[src/sfr_pkg.sv]
// ----------------------------------------------------------------------------
// sfr_pkg
// shared types and constants for the slip frame receiver
// ----------------------------------------------------------------------------
package sfr_pkg;

	localparam logic [7:0] BYTE_END     = 8'hC0;
	localparam logic [7:0] BYTE_ESC     = 8'hDB;
	localparam logic [7:0] BYTE_ESC_END = 8'hDC;
	localparam logic [7:0] BYTE_ESC_ESC = 8'hDD;

	localparam int unsigned RESULT_CAP = 64;
	localparam logic [6:0]  MAX_STORED_RST = 7'd64;

	localparam logic [1:0] PH_START   = 2'd0;
	localparam logic [1:0] PH_READ    = 2'd1;
	localparam logic [1:0] PH_INVALID = 2'd3;

	localparam logic [1:0] KIND_PAYLOAD = 2'd0;
	localparam logic [1:0] KIND_DONE    = 2'd1;
	localparam logic [1:0] KIND_EVENT   = 2'd2;

	localparam logic [2:0] EV_NONE      = 3'd0;
	localparam logic [2:0] EV_BAD_ESC   = 3'd1;
	localparam logic [2:0] EV_UNEXP_END = 3'd2;
	localparam logic [2:0] EV_SEQ       = 3'd3;
	localparam logic [2:0] EV_OVERFLOW  = 3'd4;
	localparam logic [2:0] EV_CHECKSUM  = 3'd5;

	typedef struct packed {
		logic [1:0] kind;
		logic [7:0] data;
		logic [7:0] frame_seq;
		logic [5:0] payload_len;
		logic [2:0] event_code;
		logic       last;
	} res_t;

endpackage

[src/sfr_if.sv]
// ----------------------------------------------------------------------------
// sfr channel interfaces
// valid/ready channels for config writes, received bytes and results
// ----------------------------------------------------------------------------
interface sfr_cfg_if;
	logic       valid;
	logic       ready;
	logic [6:0] max_stored;

	modport source (output valid, output max_stored, input ready);
	modport sink (input valid, input max_stored, output ready);
endinterface

interface sfr_in_if;
	logic       valid;
	logic       ready;
	logic [7:0] rx_byte;

	modport source (output valid, output rx_byte, input ready);
	modport sink (input valid, input rx_byte, output ready);
endinterface

interface sfr_out_if;
	logic       valid;
	logic       ready;
	logic [1:0] kind;
	logic [7:0] data;
	logic [7:0] frame_seq;
	logic [5:0] payload_len;
	logic [2:0] event_code;
	logic       last;

	modport source (
		output valid, output kind, output data, output frame_seq,
		output payload_len, output event_code, output last, input ready
	);
	modport sink (
		input valid, input kind, input data, input frame_seq,
		input payload_len, input event_code, input last, output ready
	);
endinterface

[src/slip_frame_receiver_seq_xor_check.sv]
// ----------------------------------------------------------------------------
// slip_frame_receiver_seq_xor_check
// slip deframer with sequence number check and xor checksum
// ----------------------------------------------------------------------------
// A received byte is taken whenever the receiver is idle and the result
// register is free; a byte that causes a warning or error gives its single
// event beat in the next cycle. Payload bytes are held in a ram until the
// frame end; on a good frame end the receiver stops taking bytes and drains
// the ram, each payload byte by a ram read and then a result load, and then
// gives the frame-done beat. The checksum byte is stored but not given out.
// The drain rate is set by the registered read of the single payload ram.
// ----------------------------------------------------------------------------
module slip_frame_receiver_seq_xor_check
	import sfr_pkg::*;
#(
	parameter int STORE_DEPTH = 64
) (
	input  logic      clk,
	input  logic      arst_n,
	sfr_cfg_if.sink   cfg,
	sfr_in_if.sink    rx,
	sfr_out_if.source res
);

	localparam int AW = $clog2(STORE_DEPTH);
	localparam logic [6:0] LIMIT_CAP =
		7'((STORE_DEPTH < RESULT_CAP) ? STORE_DEPTH : RESULT_CAP);

	localparam logic [1:0] ST_IDLE = 2'd0;
	localparam logic [1:0] ST_RD   = 2'd1;
	localparam logic [1:0] ST_EMIT = 2'd2;
	localparam logic [1:0] ST_MARK = 2'd3;

	logic [1:0] state_q;
	logic [6:0] max_stored_q;
	logic [1:0] phase_q;
	logic       esc_q;
	logic [7:0] xor_q;
	logic [7:0] exp_q;
	logic [7:0] cur_q;
	logic [6:0] fill_q;
	logic [5:0] len_q;
	logic [5:0] idx_q;
	res_t       out_q;
	logic       out_valid_q;

	logic       slot_free;
	logic       accept;
	logic [6:0] lim;

	logic       esc_n;
	logic [1:0] phase_n;
	logic [7:0] xor_n;
	logic [7:0] exp_n;
	logic [7:0] cur_n;
	logic [6:0] fill_n;
	logic [7:0] b;
	logic       is_data;
	logic [2:0] ev;
	logic       drain;
	logic       we;

	logic       ram_re;
	logic [7:0] ram_rdata;

	assign slot_free = !out_valid_q || res.ready;
	assign rx.ready  = (state_q == ST_IDLE) && slot_free;
	assign accept    = rx.valid && rx.ready;
	assign cfg.ready = 1'b1;
	assign lim       = (max_stored_q > LIMIT_CAP) ? LIMIT_CAP : max_stored_q;
	assign ram_re    = (state_q == ST_RD);

	// byte handling
	always_comb begin
		esc_n   = esc_q;
		phase_n = phase_q;
		xor_n   = xor_q;
		exp_n   = exp_q;
		cur_n   = cur_q;
		fill_n  = fill_q;
		b       = rx.rx_byte;
		is_data = 1'b0;
		ev      = EV_NONE;
		drain   = 1'b0;
		we      = 1'b0;
		if (esc_q) begin
			esc_n = 1'b0;
			if (rx.rx_byte == BYTE_ESC_END) begin
				b       = BYTE_END;
				is_data = 1'b1;
			end else if (rx.rx_byte == BYTE_ESC_ESC) begin
				b       = BYTE_ESC;
				is_data = 1'b1;
			end else begin
				ev      = EV_BAD_ESC;
				phase_n = PH_INVALID;
			end
			xor_n = xor_q ^ b;
		end else if (rx.rx_byte == BYTE_ESC) begin
			esc_n = 1'b1;
		end else if (rx.rx_byte == BYTE_END) begin
			case (phase_q)
				PH_READ: begin
					if (xor_q == 8'd0 && fill_q != 7'd0) begin
						drain = 1'b1;
					end else begin
						ev    = EV_CHECKSUM;
						xor_n = 8'd0;
					end
					phase_n = PH_START;
				end
				PH_START: begin
					ev      = EV_UNEXP_END;
					phase_n = PH_INVALID;
				end
				default: begin
					xor_n   = 8'd0;
					phase_n = PH_START;
				end
			endcase
		end else begin
			xor_n   = xor_q ^ b;
			is_data = 1'b1;
		end

		if (is_data) begin
			if (phase_q == PH_START) begin
				cur_n = b;
				if (exp_q != b) begin
					ev = EV_SEQ;
				end
				exp_n   = b + 8'd1;
				fill_n  = 7'd0;
				xor_n   = b;
				phase_n = PH_READ;
			end else if (phase_q == PH_READ) begin
				if (fill_q >= lim) begin
					ev      = EV_OVERFLOW;
					phase_n = PH_INVALID;
					xor_n   = 8'd0;
				end else begin
					we     = 1'b1;
					fill_n = fill_q + 7'd1;
				end
			end
		end
	end

	sfr_ram #(
		.WIDTH (8),
		.DEPTH (STORE_DEPTH)
	) u_store (
		.clk   (clk),
		.we    (accept && we),
		.waddr (AW'(fill_q)),
		.wdata (b),
		.re    (ram_re),
		.raddr (AW'(idx_q)),
		.rdata (ram_rdata)
	);

	always_ff @(posedge clk or negedge arst_n) begin
		if (!arst_n) begin
			max_stored_q <= MAX_STORED_RST;
		end else if (cfg.valid) begin
			max_stored_q <= cfg.max_stored;
		end
	end

	// frame state
	always_ff @(posedge clk or negedge arst_n) begin
		if (!arst_n) begin
			phase_q <= PH_START;
			esc_q   <= 1'b0;
			xor_q   <= 8'd0;
			exp_q   <= 8'd0;
			cur_q   <= 8'd0;
			fill_q  <= 7'd0;
		end else if (accept) begin
			phase_q <= phase_n;
			esc_q   <= esc_n;
			xor_q   <= xor_n;
			exp_q   <= exp_n;
			cur_q   <= cur_n;
			fill_q  <= fill_n;
		end
	end

	// drain sequencer and result register
	always_ff @(posedge clk or negedge arst_n) begin
		if (!arst_n) begin
			state_q     <= ST_IDLE;
			out_valid_q <= 1'b0;
			len_q       <= 6'd0;
			idx_q       <= 6'd0;
		end else begin
			if (res.ready) begin
				out_valid_q <= 1'b0;
			end
			unique case (state_q)
				ST_IDLE: begin
					if (accept) begin
						if (ev != EV_NONE) begin
							out_valid_q <= 1'b1;
						end
						if (drain) begin
							len_q <= 6'(fill_q - 7'd1);
							idx_q <= 6'd0;
							if (fill_q == 7'd1) begin
								state_q <= ST_MARK;
							end else begin
								state_q <= ST_RD;
							end
						end
					end
				end
				ST_RD: begin
					state_q <= ST_EMIT;
				end
				ST_EMIT: begin
					if (slot_free) begin
						out_valid_q <= 1'b1;
						idx_q       <= idx_q + 6'd1;
						if ((idx_q + 6'd1) == len_q) begin
							state_q <= ST_MARK;
						end else begin
							state_q <= ST_RD;
						end
					end
				end
				ST_MARK: begin
					if (slot_free) begin
						out_valid_q <= 1'b1;
						state_q     <= ST_IDLE;
					end
				end
				default: begin
					state_q <= ST_IDLE;
				end
			endcase
		end
	end

	// result payload, no reset
	always_ff @(posedge clk) begin
		unique case (state_q)
			ST_IDLE: begin
				if (accept && ev != EV_NONE) begin
					out_q.kind        <= KIND_EVENT;
					out_q.data        <= 8'd0;
					out_q.frame_seq   <= cur_n;
					out_q.payload_len <= 6'd0;
					out_q.event_code  <= ev;
					out_q.last        <= 1'b1;
				end
			end
			ST_EMIT: begin
				if (slot_free) begin
					out_q.kind        <= KIND_PAYLOAD;
					out_q.data        <= ram_rdata;
					out_q.frame_seq   <= cur_q;
					out_q.payload_len <= 6'd0;
					out_q.event_code  <= EV_NONE;
					out_q.last        <= 1'b0;
				end
			end
			ST_MARK: begin
				if (slot_free) begin
					out_q.kind        <= KIND_DONE;
					out_q.data        <= 8'd0;
					out_q.frame_seq   <= cur_q;
					out_q.payload_len <= len_q;
					out_q.event_code  <= EV_NONE;
					out_q.last        <= 1'b1;
				end
			end
			default: begin
				out_q <= out_q;
			end
		endcase
	end

	assign res.valid       = out_valid_q;
	assign res.kind        = out_q.kind;
	assign res.data        = out_q.data;
	assign res.frame_seq   = out_q.frame_seq;
	assign res.payload_len = out_q.payload_len;
	assign res.event_code  = out_q.event_code;
	assign res.last        = out_q.last;

endmodule

[src/sfr_ram.sv]
// ----------------------------------------------------------------------------
// sfr_ram
// generic simple dual port ram, one write and one registered read port
// ----------------------------------------------------------------------------
module sfr_ram #(
	parameter int WIDTH = 8,
	parameter int DEPTH = 64
) (
	input  logic                     clk,
	input  logic                     we,
	input  logic [$clog2(DEPTH)-1:0] waddr,
	input  logic [WIDTH-1:0]         wdata,
	input  logic                     re,
	input  logic [$clog2(DEPTH)-1:0] raddr,
	output logic [WIDTH-1:0]         rdata
);

	logic [WIDTH-1:0] mem [DEPTH];
	logic [WIDTH-1:0] rdata_q;

	always_ff @(posedge clk) begin
		if (we) begin
			mem[waddr] <= wdata;
		end
		if (re) begin
			rdata_q <= mem[raddr];
		end
	end

	assign rdata = rdata_q;

endmodule
[src/flat_wrapper.sv]
// flat-port wrapper written by rule: the top's interface ports become plain ports
module slip_frame_receiver_seq_xor_check_flat import sfr_pkg::*;
#(
	parameter int STORE_DEPTH = 64
)
  (clk, arst_n, cfg_valid, cfg_max_stored, cfg_ready, rx_valid, rx_rx_byte, rx_ready, res_valid, res_kind, res_data, res_frame_seq, res_payload_len, res_event_code, res_last, res_ready);
  sfr_cfg_if cfg_i ();
  sfr_in_if rx_i ();
  sfr_out_if res_i ();
  input  logic clk;
  input  logic arst_n;
  input wire logic [$bits(cfg_i.valid)-1:0] cfg_valid;
  input wire logic [$bits(cfg_i.max_stored)-1:0] cfg_max_stored;
  output wire logic [$bits(cfg_i.ready)-1:0] cfg_ready;
  input wire logic [$bits(rx_i.valid)-1:0] rx_valid;
  input wire logic [$bits(rx_i.rx_byte)-1:0] rx_rx_byte;
  output wire logic [$bits(rx_i.ready)-1:0] rx_ready;
  output wire logic [$bits(res_i.valid)-1:0] res_valid;
  output wire logic [$bits(res_i.kind)-1:0] res_kind;
  output wire logic [$bits(res_i.data)-1:0] res_data;
  output wire logic [$bits(res_i.frame_seq)-1:0] res_frame_seq;
  output wire logic [$bits(res_i.payload_len)-1:0] res_payload_len;
  output wire logic [$bits(res_i.event_code)-1:0] res_event_code;
  output wire logic [$bits(res_i.last)-1:0] res_last;
  input wire logic [$bits(res_i.ready)-1:0] res_ready;
  assign cfg_i.valid = cfg_valid;
  assign cfg_i.max_stored = cfg_max_stored;
  assign cfg_ready = cfg_i.ready;
  assign rx_i.valid = rx_valid;
  assign rx_i.rx_byte = rx_rx_byte;
  assign rx_ready = rx_i.ready;
  assign res_valid = res_i.valid;
  assign res_kind = res_i.kind;
  assign res_data = res_i.data;
  assign res_frame_seq = res_i.frame_seq;
  assign res_payload_len = res_i.payload_len;
  assign res_event_code = res_i.event_code;
  assign res_last = res_i.last;
  assign res_i.ready = res_ready;
  slip_frame_receiver_seq_xor_check #(.STORE_DEPTH(STORE_DEPTH)) u_core (.clk(clk), .arst_n(arst_n), .cfg(cfg_i), .rx(rx_i), .res(res_i));
endmodule
[config.mk]
export PLATFORM = sky130hd
export DESIGN_NAME = slip_frame_receiver_seq_xor_check_flat
export DESIGN_NICKNAME = d
export VERILOG_FILES = /design/src/sfr_pkg.sv /design/src/sfr_if.sv /design/src/slip_frame_receiver_seq_xor_check.sv /design/src/sfr_ram.sv /design/src/flat_wrapper.sv
export SDC_FILE = /design/constraint.sdc
export NUM_CORES = 1
export LEC_CHECK = 0
export CORE_MARGIN = 8
export CORE_UTILIZATION = 50
export DETAILED_ROUTE_END_ITERATION = 8
export DONT_BUFFER_PORTS = 1
export PLACE_DENSITY = 0.69
export SKIP_LAST_GASP = 1
export SYNTH_ARGS = -nofsm -noshare
export SYNTH_HDL_FRONTEND = slang
export SYNTH_SLANG_ARGS = --single-unit
[constraint.sdc]
create_clock -name clk -period 6.65 [get_ports clk]
set_input_delay 0 -clock clk [delete_from_list [all_inputs] [get_ports clk]]
set_output_delay 0 -clock clk [all_outputs]
set_load 0.02 [all_outputs]
======== Word-level counts from Yosys, hierarchy flattened ========
Memories as Yosys holds them, arrays and structs flattened. A register that Yosys moved wholly into a read port is not among the register bits.
Cells that the tools add are included.
storage, ports and cells
  bits in registers ....................... 84
  latch bits .............................. 0
  memory bits (writable) .................. 512
  ROM bits ................................ 0
  bits of input ports ..................... 20
  memories kept ........................... 1
cells by class
  add/subtract/negate cells ............... 4
  multipliers ............................. 0
  div/mod/pow operators ................... 0
  magnitude comparators ................... 2
  equal/unequal tests ..................... 17
  shift operators ......................... 0
  mux-type cells .......................... 79
  bitwise operators ....................... 2
  reductions and logical operators ........ 22
memory list
  name                words  bits a word  read ports  clocked after Yosys merged registers in  wr ports  RTL line       text
  u_core.u_store.mem  64     8            1           1                                        1         sfr_ram.sv:18  logic [WIDTH-1:0] mem [DEPTH];
operators by type and width
  operator               number
  $mux W8                14
  $mux W28               3
  $pmux W28 S3           1
  $eq A8 B8 Y1 const B   4
  $mux W2                16
  $mux W3                10
  $mux W7                4
  $mux W1                23
  $mux W6                3
  $pmux W8 S2            1
  $reduce_and A4 Y1      4
  $xor A8 B8 Y8          2
  $pmux W6 S2            1
  $ne A2 B1 Y1 const B   5
  $add A8 B1 Y8 const B  1
  $logic_not A8 Y1       1
  $ne A8 B8 Y1           1
  $pmux W2 S4            1
  $add A7 B1 Y7 const B  1
  $eq A7 B1 Y1 const B   1
  $ge A7 B7 Y1           1
  $gt A7 B7 Y1 const B   1
  $reduce_bool A7 Y1     1
  $add A6 B1 Y6 const B  1
  15 further kinds       25

======== Longest topological paths before layout ========
Gate-level depths: netlist (run 1).
  depth after elaboration ................. 15
  gate-level depth with buffers ........... 10

======== By module ========
A second synthesis (run 1) with hierarchy kept.
unflattened totals
  cells, all modules ...................... 1413
  area, all modules ....................... 24928.9 sq um
modules (own cells, without submodules)
  module                             times used  cells an instance  area each (sq um)
  sfr_ram                            1           940                20246.9
  slip_frame_receiver_seq_xor_check  1           473                4682.0

======== Least setup slack after synthesis (run 1) ========
Ideal clock, no wire load.
  path type ............................... register to register
  start point ............................. register u_core.esc_q
  end point ............................... register, netlist name u_core.res.data[0]
  arrival time ............................ 3.176 ns
  required time ........................... 6.237 ns
  slack ................................... 3.061 ns
  cell stages (with the launch flop) ...... 9
  path buffers ............................ 0
  cell sequence ........................... dfrtp_1 and3b_1 nand2_1 nand2_1 inv_1 xnor2_1 nand4_1 a221oi_2 nor2_1
on the way
  longest elaborated chain between the ends .. 9
  elaborated cells between the ends (all ways) .. 13
ends and longest elaborated chain
  element                      RTL line                                  text
  start, declared              slip_frame_receiver_seq_xor_check.sv:37   logic esc_q;
  start signal, assigned       slip_frame_receiver_seq_xor_check.sv:181  esc_q <= esc_n;
  $mux W8                      slip_frame_receiver_seq_xor_check.sv:86   if (esc_q) begin
  net u_core.b[2]              slip_frame_receiver_seq_xor_check.sv:57   logic [7:0] b;
  $ne A8 B8 Y1                 slip_frame_receiver_seq_xor_check.sv:129  if (exp_q != b) begin
  $mux W3                      slip_frame_receiver_seq_xor_check.sv:129
  $mux W3                      slip_frame_receiver_seq_xor_check.sv:127  if (phase_q == PH_START) begin
  $mux W3                      slip_frame_receiver_seq_xor_check.sv:126  if (is_data) begin
  $reduce_bool A3 Y1           slip_frame_receiver_seq_xor_check.sv:248  if (accept && ev != EV_NONE) begin
  $logic_and A1 B1 Y1          slip_frame_receiver_seq_xor_check.sv:248
  $ne A2 B2 Y1 (no line)       -
  $reduce_and A4 Y1 (no line)  -
The timed path passes the listed nets, and every way through them passes these cells.
A chain may end at the register's enable or synchronous reset.

======== Worst setup path in the final report (run 1) ========
  start point ............................. register u_core.fill_q[0]
  end point ............................... memory u_core.u_store.mem[48][3] (enable)
on the way
  longest elaborated chain between the ends .. 8
ends and longest elaborated chain
  element                        RTL line                                  text
  start, declared                slip_frame_receiver_seq_xor_check.sv:41   logic [6:0] fill_q;
  start signal, assigned         slip_frame_receiver_seq_xor_check.sv:185  fill_q <= fill_n;
  $ge A7 B7 Y1                   slip_frame_receiver_seq_xor_check.sv:137  if (fill_q >= lim) begin
  $mux W1                        slip_frame_receiver_seq_xor_check.sv:137
  $mux W1                        slip_frame_receiver_seq_xor_check.sv:136  end else if (phase_q == PH_READ) begin
  $mux W1                        slip_frame_receiver_seq_xor_check.sv:127
  $mux W1                        slip_frame_receiver_seq_xor_check.sv:126
  $logic_and A1 B1 Y1            slip_frame_receiver_seq_xor_check.sv:154  .we (accept && we),
  $mux W1                        sfr_ram.sv:22                             if (we) begin
  $mux W1 (implied by the code)  sfr_ram.sv:23                             mem[waddr] <= wdata;
  end, declared                  sfr_ram.sv:18
Parallel ways exist; a longest one is shown, timed or not.

==> results of run 1 <==
-- placed cells by master, fill, tap and decap left out, types with 7 or more instances in the layout --
cell	Yosys	layout
inv_1	17	13
clkbuf_1	41	9
clkinvlp_4	0	7
clkbuf_16	0	57
mux4_2	160	160
nand3_1	18	18
nor2_1	95	94
and2_1	11	11
buf_4	1	12
xor2_1	11	11
a21oi_1	12	12
ha_1	13	13
nand4_1	7	7
dlygate4sd3_1	0	24
clkinv_1	1	12
edfxtp_1	548	548
o21ai_0	40	40
mux2_2	11	11
nand2_1	87	87
nor2b_1	10	10
xnor2_1	13	13
bufinv_16	0	9
clkinv_2	0	9
a22oi_1	21	21
and3_1	11	11
dfrtp_1	55	52
-- worst min path at each step --
stage	depth (start not counted)	slack, ps	to
after global routing	2	50	u_core.max_stored_q[2]$_DFFE_PN0P_
after CTS	5	30	u_core.res.valid$_DFF_PN0_
after floorplan	0	-300	u_core.cur_q[0]$_DFFE_PN0P_
after detailed placement	0	-290	u_core.cur_q[2]$_DFFE_PN0P_
after global placement	0	-290	u_core.res.valid$_DFF_PN0_
final	3	60	u_core.max_stored_q[6]$_DFFE_PN1P_
-- state kept, by name (all words and copies together), names as in the netlist --
register	count
u_core.res.kind	2
u_core.cur_q	8
u_core.res.data	8
u_core.u_store.mem	512
u_core.res.event_code	3
u_core.res.last	1
u_core.res.valid	1
u_core.esc_q	1
u_core.len_q	6
u_core.fill_q	7
u_core.res.frame_seq	8
u_core.u_store.rdata	8
u_core.exp_q	8
u_core.xor_q	8
u_core.max_stored_q	7
u_core.idx_q	6
u_core.phase_q	2
u_core.state_q	2
u_core.res.payload_len	6
-- worst max-delay path: cells and delay by family (launching register included) --
family                   cells  cell delay (ps)
AO/OA/AOI/OAI                2              720
adder cells (fa/ha/maj)      1              310
AND/OR/NAND/NOR              4             1990
flip-flops                   1              490
buffers and inverters        2              370
-- final cells by class --
cell class              instances  area (um2)
fillers                      3546       21260
flip-flops and latches        604       17870
multi-input cells             608        6282
clock buffers                  67        1474
well taps                     664       830.8
repair buffers                 43       515.5
clock inverters                38       449.2
inverters                      18       71.32
-- cells by family (layout without fill, tap and decap cells) --
logic type                 count (synthesis)  after routing  synth area share [%]
DFF                                      604            604                 72.77
and+or+nand+nor                          276            276                 5.400
muxes                                    173            173                 15.27
AOI/OAI and AO/OA                        121            121                 3.335
buffers and inverters                     97            166                 1.688
xor gates and xnor gates                  24             24                0.8566
adders and majority gates                 13             13                0.6628
other                                      1              1               0.01528
-- power breakdown --
group | leakage, nW | switching, mW | internal [mW] | total (mW)
Clock | 0.917 | 1.40 | 1.94 | 3.34
Sequential | 5.65 | 0.185 | 4.36 | 4.55
Combinational | 2.21 | 0.705 | 0.434 | 1.14
Total | 8.78 | 2.29 | 6.74 | 9.02
-- metal layers --
layer,wire (um),up-vias,part of all wire (%),global-route usage [%]
li1,-,5312,-,-
met5,0,-,0,0
met4,1552,0,2.8,6.122
met3,4822,101,8.6,4.459
met1,23390,6534,42,28.42
met2,26460,679,47,30.80
-- metrics by stage --
step / std cells / hold slack [ps] / setup WS, ps
floorplan: 1309 / -295.6 / 3061
global placement: 1907 / -293.8 / 2504
detailed placement: 1907 / -294.0 / 2389
CTS: 2042 / 31.58 / 2387
global route: 2042 / 53.47 / 2068
finish: 2042 / 57.13 / 2367
==> results_dict.tcl, run 1 <==
set metrics [dict create \
    insertion_delay_ps 620 \
    cts_hold_buf 30 \
    syn_area_um2 24540 \
    start_kind "flip-flop" \
    timing.fmax_mhz 233.5 \
    synthArstFlopShare_pct 9.272 \
    clk_pin_slew_ps 60 \
    grt_max_degree 82 \
    wl_per_cell_um 27.53 \
    post-cts-setup-buffers 0 \
    die_w_um 237.5 \
    worstHoldStart "cfg_max_stored[6]" \
    synth_commonest_cells "548 x edfxtp_1, 160 x mux4_2, 95 x nor2_1, 87 x nand2_1, 55 x dfrtp_1" \
    regToRegSetupSlack_ps 2370 \
    grt_pass1_wl_um 83390 \
    r2r-end "u_core.u_store.mem[48][3]$_DFFE_PP_" \
    postRouteAntennaNets 0 \
    setup_viol 0 \
    synth_fp_nets 1342 \
    cpMaxStageDelayCell "nor2_1" \
    cp.required_ps 6890 \
    ys_seq_area_share_pct 72.77 \
    drc_errors 0 \
    cts_resized 0 \
    cts_buffer_depth 3 \
    grt_use_total_pct 19.95 \
    cts_sinks 604 \
    postSynthCellCount 1309 \
    hold_viol 0 \
    hold_class "input pin to flip-flop" \
    dp_hpwl_um 33180 \
    rows 81 \
    cp-end-kind "flip-flop" \
    yosys_register_bits 604 \
    final_layout_size_suffix_gt1_share_pct 21.41 \
    arrival_ps 4520 \
    die-area_um2 56430 \
    synth.distinct_cells 72 \
    avgSynthCellArea_um2 18.75 \
    drv_slew 0 \
    ys.flop_type "edfxtp_1" \
    final_nets 1365 \
    synth_top_area_cell "edfxtp_1" \
    slowest_delay_ps 690 \
    cts_tree "yes" \
    crit_path_end "u_core.u_store.mem[48][3]$_DFFE_PP_" \
    antenna_found_initial 0 \
    vias 12630 \
    chipHeight_um 237.5 \
    rsz0062_at_grt "no" \
    cts_root_buffer "clkbuf_16" \
    core_area_um2 48750 \
    syn_to_final_growth_pct 12.02 \
    place_congestion 0.8515 \
    initial_core_util_pct 50.34 \
    synth_top_area_share_pct 67.06 \
    fin_crit_sh_pct 64.40 \
    drtIter0Drc 1413 \
    crit_fanout 9 \
    synth_edf_count 548 \
    cts_buffers 57 \
    diodes 0 \
    fin_total_pwr_mw 9.021 \
    tightest_slew_ps 1052 \
    portBuffers 0 \
    critPathLaunch "u_core.fill_q[0]$_DFFE_PN0P_" \
    p_leak_nw 8.775 \
    yosys_warnings 0 \
    setup-tns-final_ps 0 \
    synth_area_leaders "edfxtp_1 67%, mux4_2 15%, dfrtp_1 5.6%, nor2_1 1.5%, nand2_1 1.3%" \
    ir_drop_mv 0.2165 \
    stdcell_area_um2 27490 \
    dr.pass1.iters 5 \
    outcome "finished, final reports clean" \
    reg2regPathDepth 9 \
    min_period_ps 4283 \
    drt_wl_total_um 56220 \
    first_global_vias 12400 \
    overflow 0 \
    post_drt_via_cell_ratio 6.183 \
    utilization_pct 56.39 \
    fin_skew_ps 21.66 \
    cellPowerDensity_nw_per_um2 328.1 \
    critPathKind "flip-flop to flip-flop" \
    htree_num_levels 2 \
    slew_headroom_pct 29.65 \
    cp_cell_sequence "inv_1 -> ha_1 -> nand2b_1 -> a2111oi_0 -> o31ai_1 -> buf_4 -> nor4_2 -> nand3_1 -> nor2_1" \
    dpl-instance-area_um2 25160 \
    r2r_start "u_core.fill_q[0]$_DFFE_PN0P_" \
    pin_count 51 \
    yosysMostFrequentCell "edfxtp_1" \
    drv_cap 0 \
]
No activity file was read; power rests on OpenSTA's default activity.
==> inputs of run 2 (changes only) <==
- ABC_AREA: not set -> 1
- PLACE_DENSITY: 0.69 -> 0.72
- clock period: 6.65 -> 3.55 ns (I/O delays scaled with it)
==> run 2 against run 1 <==
  * Wire length increased by 20%
  * Final area increased by 3.9%
  * First-iteration DRC count increased by 67%
  * Sequential power increased by 80%
  * Sequential share of layout area decreased by 2.5 points
  * Largest power group unchanged
  * Highest routed layer is now met5
==> results_dict.tcl, run 2 <==
set metrics [dict create \
    hold_viol 0 \
    final_cell_mix "548 x edfxtp_1, 390 x nor2_1, 303 x o21ai_0" \
    place_congestion 0.9060 \
    cts_buffer_depth 3 \
    post_drt_via_cell_ratio 6.126 \
    die_w_um 241.1 \
    post-cts-setup-buffers 0 \
    fin_total_pwr_mw 18.22 \
    pwr-share-seq_pct 45.0 \
    wl_per_cell_um 23.53 \
    p_leak_nw 9.830 \
    die-area_um2 58110 \
    ir_drop_mv 0.4989 \
    rows 82 \
    diodes 0 \
    yosysMostFrequentCell "edfxtp_1" \
    critPathBufInv 4 \
    synthMuxAreaShare_pct 0.2124 \
    portBuffers 0 \
    path_delay_family "simple AND/OR/NAND/NOR gates" \
    power_frac_clock_pct 32.0 \
    cts_sinks 604 \
    ys_seq_area_share_pct 70.51 \
    cp_cell_sequence "dlygate4sd3_1 -> buf_16 -> nand2_1 -> nor2_1 -> dlygate4sd3_1 -> nand2_1 -> nand2_1 -> nand2_2 -> nand2_4 -> nor2_4 -> nand2_2 -> nor2_4 -> inv_2 -> nor2_8 -> nand2_2 -> nor2_1" \
    min_period_ps 3352 \
    layout_setup_ws_ps 198.3 \
    synth_top_family_by_area "compound AO/OA/AOI/OAI gates" \
    hold_class "input pin to flip-flop" \
    synth_compound_area_share_pct 12.68 \
    drv_cap 0 \
    yosys_warnings 0 \
    crit_fanout 70 \
    cp-end-kind "flip-flop" \
    core_area_um2 50070 \
    timing.fmax_mhz 298.4 \
    worstHoldStart "rx_rx_byte[4]" \
    antenna_found_initial 2 \
    synth_fa_ha_area_share_pct 0.6422 \
    r2r-end "u_core.u_store.mem[15][4]$_DFFE_PP_" \
    synth_top_area_share_pct 64.97 \
    yosys_register_bits 604 \
    fin_crit_sh_pct 94.41 \
    setup-tns-final_ps 0 \
    cts_buffers 58 \
    dp_cells 2742 \
    vias 17610 \
    tightest_slew_ps 1137 \
    dp_hpwl_um 39650 \
    top_register "u_core.u_store.mem" \
    htree_num_levels 2 \
    final_layout_size_suffix_gt1_share_pct 10.53 \
    critPathKind "input pin to flip-flop" \
    layout_commonest_cell "edfxtp_1" \
    final_nets 2190 \
    drc_errors 0 \
    slew_headroom_pct 24.21 \
    cts_root_buffer "clkbuf_16" \
    start_kind "input pin" \
    hold_depth 8 \
    setup_viol 0 \
    cpMaxStageDelayCell "dlygate4sd3_1" \
    postRouteAntennaNets 0 \
    place_ws_ps 237.5 \
    synth.distinct_cells 47 \
    utilization_pct 57.06 \
    postSynthCellCount 2104 \
    slowest_delay_ps 620 \
    reg2regPathDepth 14 \
    rsz0062_at_grt "no" \
    drtIter0Drc 2361 \
    insertion_delay_ps 610 \
    dr.pass1.iters 6 \
    avgSynthCellArea_um2 12.04 \
    synth_edf_count 548 \
    grt_max_degree 261 \
    fin_cells 2875 \
    arrival_ps 3580 \
    pin_count 51 \
    intPower_mw 12.37 \
    first_global_vias 17430 \
    synth_fp_nets 2137 \
    drt_wl_total_um 67640 \
    drv_slew 0 \
    r2r_start "u_core.max_stored_q[4]$_DFFE_PN0P_" \
    synthArstFlopShare_pct 9.272 \
    synth_commonest_cells "548 x edfxtp_1, 391 x nor2_1, 303 x o21ai_0, 166 x nand2_1, 108 x clkbuf_1" \
    fin_skew_ps 18.93 \
    overflow 0 \
    syn_to_final_growth_pct 12.81 \
    grt_use_total_pct 23.13 \
    synthSimpleGateAreaFrac_pct 11.84 \
    regToRegSetupSlack_ps 250 \
    netSwitchingPower_mw 5.848 \
    cp.required_ps 3780 \
    comb_power_share_pct 23.0 \
    clk_pin_slew_ps 60 \
    syn_area_um2 25330 \
    chipHeight_um 241.1 \
    cts_tree "yes" \
    largest_reg_flops 512 \
    holdPathEnd "u_core.xor_q[3]$_DFFE_PN0P_" \
    synth_area_leaders "edfxtp_1 65%, o21ai_0 6.0%, nor2_1 5.8%, dfrtp_1 5.4%, nand2_1 2.5%" \
    outcome "finished, final reports clean" \
    synth_top_area_cell "edfxtp_1" \
    grt_pass1_wl_um 102600 \
    initial_core_util_pct 50.58 \
    ys.flop_type "edfxtp_1" \
    power_switching_share_pct 32.09 \
    synthXorXnorAreaFrac_pct 0.7262 \
    cellPowerDensity_nw_per_um2 637.8 \
]
==> run 2: routing by layer <==
layer | up-vias | track usage [%] | part of all wire [%]
li1 | 7799 | - | -
met1 | 8544 | 30.82 | 39
met2 | 1091 | 36.97 | 47
met3 | 175 | 5.434 | 11
met4 | 2 | 8.441 | 3.3
met5 | - | 0 | 0.019
==> run 2: tightest hold or removal path: stages <==
cell,delay [ps]
nand2_2,80
nor2_4,50
nand2_2,100
nand2_1,70
o21ai_0,150
nand2_1,50
nand2_1,50
a21boi_1,50
==> run 2: what timing repair did <==
action                                 in CTS  in global routing
setup endpoints to repair                   0                  8
gates resized for setup                     0                  1
hold buffers                               27                  0
endpoints found under the hold margin     362                  0
==> run 2: area by class of cell <==
cell class,instances,area (um2)
Timing Repair Buffer,125,1161
Multi-Input combinational cell,1286,6615
Clock inverter,28,231.5
Fill cell,3973,21500
Clock buffer,78,1536
Tap cell,672,840.8
Sequential cell,604,17870
Inverter,82,317.8
==> run 2: worst max-delay path by stage <==
stage | to | slack [ps] | cells after the start | startpoint
global placement | u_core.u_store.mem[9][3]$_DFFE_PP_ | 340 | 14 | u_core.max_stored_q[4]$_DFFE_PN0P_
finish | u_core.u_store.mem[15][4]$_DFFE_PP_ | 200 | 16 | rx_rx_byte[0]
floorplan | u_core.res.data[0]$_DFFE_PP_ | 630 | 15 | u_core.max_stored_q[4]$_DFFE_PN0P_
global route | u_core.u_store.mem[15][0]$_DFFE_PP_ | 20 | 14 | u_core.max_stored_q[4]$_DFFE_PN0P_
CTS | u_core.u_store.mem[9][7]$_DFFE_PP_ | 170 | 16 | rx_rx_byte[0]
detailed placement | u_core.u_store.mem[9][1]$_DFFE_PP_ | 240 | 14 | u_core.max_stored_q[4]$_DFFE_PN0P_
==> run 2: kinds of logic after synthesis <==
logic type               after synthesis
buffers and inverters                214
AND/OR/NAND/NOR                      706
AO/OA/AOI/OAI                        540
multiplexers                           5
other                                  1
XOR/XNOR                              21
adder cells (fa/ha/maj)               13
flip-flops                           604
==> run 2: metrics by stage <==
stage / hold slack (ps) / cell area [um2]
after CTS: 1.738 / 28570
after detailed placement: -293.5 / 26420
after global routing: 70.88 / 28570
final: 31.89 / 28570
after floorplan: -295.6 / 25330
after global placement: -293.6 / 26420
==> run 2: power groups by stage <==
stage / logic [mW] / registers [mW] / clock network [mW]
finish: 4.20 / 8.19 / 5.83
global route: 4.54 / 8.21 / 6.16
CTS: 4.09 / 8.19 / 5.87
detailed placement: 3.93 / 8.33 / 0
global placement: 3.88 / 8.33 / 0
floorplan: 2.71 / 8.28 / 0
